[src/pti_pkg.sv]
`default_nettype none

package pti_pkg;

	localparam int DATA_W     = 32;
	localparam int CNT_W      = 16;
	localparam int IDX_W      = 3;
	localparam int GUARD_BITS = 16;
	localparam int DIV_W      = DATA_W + GUARD_BITS;
	localparam int ACC_W      = DIV_W + 1;
	localparam int SUM_W      = 50;
	localparam int LIMB_W     = 32;
	localparam int PROD_W     = 96;

	localparam logic [IDX_W-1:0] REG_DEGREE = 3'd0;
	localparam logic [IDX_W-1:0] REG_COEF0  = 3'd1;

	typedef struct packed {
		logic             start;
		logic [DIV_W-1:0] dividend;
		logic [CNT_W-1:0] divisor;
	} pti_div_req_t;

	typedef struct packed {
		logic             done;
		logic [DIV_W-1:0] quotient;
	} pti_div_rsp_t;

endpackage

`default_nettype wire

[src/pti_div.sv]
`default_nettype none

module pti_div import pti_pkg::*; (
	input  logic         clk,
	input  logic         arst_n,
	input  pti_div_req_t req,
	output pti_div_rsp_t rsp
);

	localparam int CB = $clog2(DIV_W + 1);

	logic [CB-1:0]    cnt_q;
	logic             done_q;
	logic [CNT_W-1:0] rem_q;
	logic [CNT_W-1:0] dsr_q;
	logic [DIV_W-1:0] quo_q;
	logic [CNT_W:0]   shifted;
	logic [CNT_W:0]   diff;
	logic             ge;

	always_comb begin
		shifted = {rem_q, quo_q[DIV_W-1]};
		ge      = shifted >= {1'b0, dsr_q};
		diff    = shifted - {1'b0, dsr_q};
	end

	always_ff @(posedge clk or negedge arst_n) begin
		if (!arst_n) begin
			cnt_q  <= '0;
			done_q <= 1'b0;
		end else begin
			done_q <= (cnt_q == CB'(1)) && !req.start;
			if (req.start) begin
				cnt_q <= CB'(DIV_W);
			end else if (cnt_q != '0) begin
				cnt_q <= cnt_q - 1'b1;
			end
		end
	end

	always_ff @(posedge clk) begin
		if (req.start) begin
			quo_q <= req.dividend;
			rem_q <= '0;
			dsr_q <= req.divisor;
		end else if (cnt_q != '0) begin
			rem_q <= ge ? diff[CNT_W-1:0] : shifted[CNT_W-1:0];
			quo_q <= {quo_q[DIV_W-2:0], ge};
		end
	end

	assign rsp.done     = done_q;
	assign rsp.quotient = quo_q;

endmodule

`default_nettype wire

[config.mk]
export PLATFORM = sky130hd
export DESIGN_NAME = pti_div
export DESIGN_NICKNAME = d
export VERILOG_FILES = /design/src/pti_pkg.sv /design/src/pti_div.sv
export SDC_FILE = /design/constraint.sdc
export NUM_CORES = 1
export LEC_CHECK = 0
export BUFFER_PORTS_ARGS = -buffer_cell sky130_fd_sc_hd__buf_2
export CAP_MARGIN = 20
export CORE_UTILIZATION = 55
export DETAILED_ROUTE_END_ITERATION = 16
export HOLD_SLACK_MARGIN = 0.1
export PLACE_DENSITY = 0.84
export SLEW_MARGIN = 20
export SYNTH_ARGS = -nofsm -noshare
export SYNTH_HDL_FRONTEND = slang
export SYNTH_SLANG_ARGS = --single-unit
[constraint.sdc]
create_clock -name clk -period 5.9 [get_ports clk]
set_input_delay 0.59 -clock clk [delete_from_list [all_inputs] [get_ports clk]]
set_output_delay 0.59 -clock clk [all_outputs]
set_load 0.02 [all_outputs]
[Word level (Yosys, flattened, before mapping)]
Index checks and enable logic that the tools add are counted.
Operators by class
  reduce and logical (&&, ||, !) cells: 4
  eq/ne operators: 1
  magnitude comparators: 1
  multiplexer cells: 5
  add/sub/neg operators: 2
Operator list (count)
  48-bit two-way mux: 2
  17-bit by 16-bit greater-or-equal comparator with 1-bit output: 1
  16-bit two-way mux: 1
  16-bit subtractor: 1
  6-bit two-way mux: 2
  6-bit by 1-bit equality test with 1-bit output (second input constant): 1
  6-bit nonzero test: 1
  6-bit by 1-bit subtractor with 6-bit output (second input constant): 1
  2-bit nonzero test: 1
  1-bit logical AND: 1
  1-bit zero test: 1
Word-level totals
  output and inout bits: 49
  flip-flop bits (word level): 87
  input port bits: 67

[Longest topological paths before layout]
  depth in word-level cells: 3
  mapped depth: 12
  mapped depth without buffers: 10

[Least setup slack after synthesis]
Ideal clock, no wire load.
  path type: register to register
  start point: reg cnt_q[0]
  end point: reg quo_q[0] (enable)
  arrival: 2.137 ns
  clock period less this slack: 2.552 ns
  setup time: 0.415 ns
  stages on the path, launching flop included: 6
  path buffers: 1
  slack: 3.348 ns
  path through: dfrtp_1 > inv_1 > ha_1 > and2_1 > clkbuf_1 > nand2b_1
On the way
  cells in the longest elaborated chain, start to end: 2
Ends and longest elaborated chain
  start, declared: line pti_div.sv:12  | logic [CB-1:0] cnt_q;
  start signal, assigned: line pti_div.sv:34  | cnt_q <= CB'(DIV_W);
  start signal, assigned: line pti_div.sv:36  | cnt_q <= cnt_q - 1'b1;
  6-bit nonzero test: line pti_div.sv:46  | end else if (cnt_q != '0) begin
  2-bit nonzero test (no line)
  end signal, assigned: line pti_div.sv:43  | quo_q <= req.dividend;
  end signal, assigned: line pti_div.sv:48  | quo_q <= {quo_q[DIV_W-2:0], ge};
  end, declared: line pti_div.sv:16  | logic [DIV_W-1:0] quo_q;
Every way passes these cells.
A chain may end at the register's enable or synchronous reset.

[Final worst setup path]
  start point: reg quo_q[47]
  end point: reg rem_q[14]
On the way
  cells in the longest elaborated chain, start to end: 2
Ends and longest elaborated chain
  16-bit subtractor / 17-bit by 16-bit greater-or-equal comparator with 1-bit output (equally long branches): line pti_div.sv:24, pti_div.sv:23
  16-bit two-way mux *: line pti_div.sv:47  | rem_q <= ge ? diff[CNT_W-1:0] : shifted[CNT_W-1:0];
  end signal, assigned: line pti_div.sv:47
  end, declared: line pti_div.sv:14  | logic [CNT_W-1:0] rem_q;
Every way passes the cells marked *; elsewhere a longest branch is shown, timed or not.

==> results.ini <==
[drt]
via_per_inst = 5.61
wl_per_cell_um = 16.3
ant_nets = 0
initialDrtViolationCount = 171
drc_errors = 0
dr.pass1.iters = 4
wl_mm = 9.48
vias = 3263

[logic_synthesis]
syn_nets = 449
yosysWarnings = 0
synth_cells = 363
avgSynthCellArea_um2 = 12.4
async_flop_share_pct = 8.05
synth-seq-cells = 87
ys_types = 53
syn_area_mm2 = 0.00449
synth_ff_type = edfxtp_1
seq_area_frac_synth_pct = 53.8
synth_edf_count = 64

[cts]
cts_resized = 0
cts_buffers = 9
root_buffer = clkbuf_8
clk_latency_ns = 0.36
cts_num_sinks = 87
clk_path_buf_depth = 2
path_clk_slew_ns = 0.09
hold_buffers = 1
htree_levels = 3
cts_setup_buffers = 0
tritoncts = done

[setup_path]
startpoint_type = flop
r2r_slack_ns = 3.46
worst_r2r_endpoint = rem_q[14]$_SDFFE_PP0P_
cp.arrival_ns = 2.70
cp_data_required_time_ns = 6.16
crit_chain = inv_1, ha_1, fa_1, inv_1, a21oi_1, o221a_1, o211ai_1, a21o_1, nand3_2, a311oi_2
crit_path_max_fanout = 3
r2r-start = quo_q[47]$_DFFE_PP_
cpMaxStageDelayCell = edfxtp_1
crit_top_cell = inv_1
reg2reg_depth = 10
slowest_delay_ns = 0.42
crit_type = flop to flop
crit_path_end = rem_q[14]$_SDFFE_PP0P_
cp-end-kind = flop
cp-startpoint = quo_q[47]$_DFFE_PP_

[die]
rows = 32
core-area_mm2 = 0.00781
fp.dieArea_mm2 = 0.00853
fp.dieH_um = 92.4
ios = 116
initial_core_util_pct = 57.5
chipWidth_um = 92.4

[global_routing]
grt_pass1_wl_mm = 15.6
grtUsageTotal_pct = 23.8
grt_pass1_vias = 3295
grt_max_degree = 60
overflow = 0
antenna_found_initial = 0

[final_layout]
final_cell_mix = buf_2, edfxtp_1, mux2_2, nor2_1, inv_1
nets = 561
antenna_cells = 0
areaGrowthSynthToFinish_pct = 18.7
nFillCells = 561
design_area_mm2 = 0.00533
drive_gt1_share_pct = 40.0
final_common_cell = buf_2
fin_cells = 582

[sta]
slew_headroom_pct = 32.7
drv_slew = 0
hold_ws_ns = 0.394
rsz0062_at_grt = false
fin_crit_ns = 2.44
finalHoldViolCount = 0
timing.fmax_ghz = 0.410
tightest_slew_ns = 1.01
fin_skew_ns = 0.0101
setup_violations = 0
tns_ns = 0
min_period_over_period_pct = 41.3

[power_and_ir_drop]
vdd_ir_drop_max_mv = 0.227
powerDensity_mw_per_mm2 = 386
p_leak_nw = 2.26

[status]
status = complete, no violations

[place]
place_inst = 565
hpwl_mm = 6.67
routabilityCongestion = 0.867
dpl_cell_area_mm2 = 0.00513
io_buffers = 115

[worst_hold_path]
worstHoldStart = req[4]
hold_path.class = input pin to flop

[run]
maxCapViolCount = 0

registers in the layout, indices dropped and copies added (netlist names):
| name | cells |
|---|---|
| quo_q | 48 |
| dsr_q | 16 |
| done_q | 1 |
| cnt_q | 6 |
| rem_q | 16 |
kinds of logic (layout without fill, tap and decap cells):
logic type / after synthesis / in the layout / synth area share [%]
DFF: 87 / 87 / 53.8
and+or+nand+nor: 85 / 85 / 10.1
AOI/OAI and AO/OA: 64 / 64 / 10.5
muxes: 56 / 56 / 13.8
buffers and inverters: 40 / 157 / 3.93
adders and majority gates: 19 / 19 / 5.46
xor gates and xnor gates: 12 / 12 / 2.34
final cells by class:
type / count / area, um2 / area share, %
clock buffers: 9 / 124 / 2.32
flip-flops and latches: 87 / 2420 / 45.3
well taps: 102 / 128 / 2.39
repair buffers: 117 / 596 / 11.2
clock inverters: 7 / 71.3 / 1.34
multi-input cells: 236 / 1910 / 35.7
inverters: 24 / 90.1 / 1.69
worst max-delay path, delay by kind of cell, from the launching register on:
kind	cells	cell delay, ns
adder cells (fa/ha/maj)	2	0.63
AO/OA/AOI/OAI	5	1.08
AND/OR/NAND/NOR	1	0.08
flip-flops	1	0.42
buffers and inverters	2	0.14
how the worst min path moves through the flow:
stage                                end  slack (ns)  cells after the start
floorplan           cnt_q[0]$_DFFE_PN0P_        0.29                      0
global route          dsr_q[0]$_DFFE_PP_        0.38                      1
finish                dsr_q[4]$_DFFE_PP_        0.39                      1
detailed placement      done_q$_DFF_PN0_        0.44                      1
global placement        done_q$_DFF_PN0_        0.43                      1
CTS                  dsr_q[13]$_DFFE_PP_        0.38                      1
metrics by stage:
step / worst slack, ns / util [%] / power (mW)
global placement: 3.52 / 65.6 / 1.61
finish: 3.46 / 68.3 / 2.06
CTS: 3.46 / 68.3 / 2.06
global route: 3.24 / 68.3 / 2.18
detailed placement: 3.48 / 65.7 / 1.64
floorplan: 3.35 / - / 1.48
power breakdown:
group	switching (mW)	internal, mW	leakage, nW
registers	0.0751	0.771	0.881
logic	0.438	0.355	1.28
clock network	0.224	0.196	0.0933
total	0.737	1.32	2.26
metal layers:
metal	share of wire [%]	routed length (um)	vias up	track usage [%]
met1	44	4140	1552	30.0
met4	2.2	211	0	10.0
met2	47	4460	116	37.8
met5	0	0	-	0
li1	-	-	1572	-
met3	7.1	673	23	7.55
Yosys cell counts (2+ instances only):
| library cell | instances | area, um2 |
|---|---|---|
| o21ai_0 | 4 | 20.0 |
| nand3b_1 | 3 | 22.5 |
| o21a_1 | 5 | 37.5 |
| a21oi_1 | 16 | 80.1 |
| nor4_1 | 3 | 18.8 |
| o221a_1 | 2 | 22.5 |
| a211oi_1 | 9 | 67.6 |
| a31oi_1 | 3 | 18.8 |
| o22ai_1 | 3 | 18.8 |
| inv_1 | 24 | 90.1 |
| xnor2_1 | 10 | 87.6 |
| mux2i_1 | 8 | 80.1 |
| nand2_1 | 10 | 37.5 |
| nor3_1 | 6 | 30.0 |
| dfxtp_1 | 16 | 320 |
| xor2_1 | 2 | 17.5 |
| a311oi_2 | 4 | 60.1 |
| nor3b_1 | 2 | 15.0 |
| dfrtp_1 | 7 | 175 |
| ha_1 | 18 | 225 |
| clkbuf_1 | 12 | 45.0 |
| buf_4 | 2 | 15.0 |
| nand2b_1 | 7 | 43.8 |
| nor2_1 | 27 | 101 |
| nand3_1 | 11 | 55.1 |
| o21ai_1 | 5 | 25.0 |
| or2_2 | 2 | 12.5 |
| mux2_2 | 48 | 541 |
| a21o_1 | 3 | 22.5 |
| and2_1 | 2 | 12.5 |
| edfxtp_1 | 64 | 1920 |
| nand4_1 | 4 | 25.0 |
(Power assumes the default switching activity.)
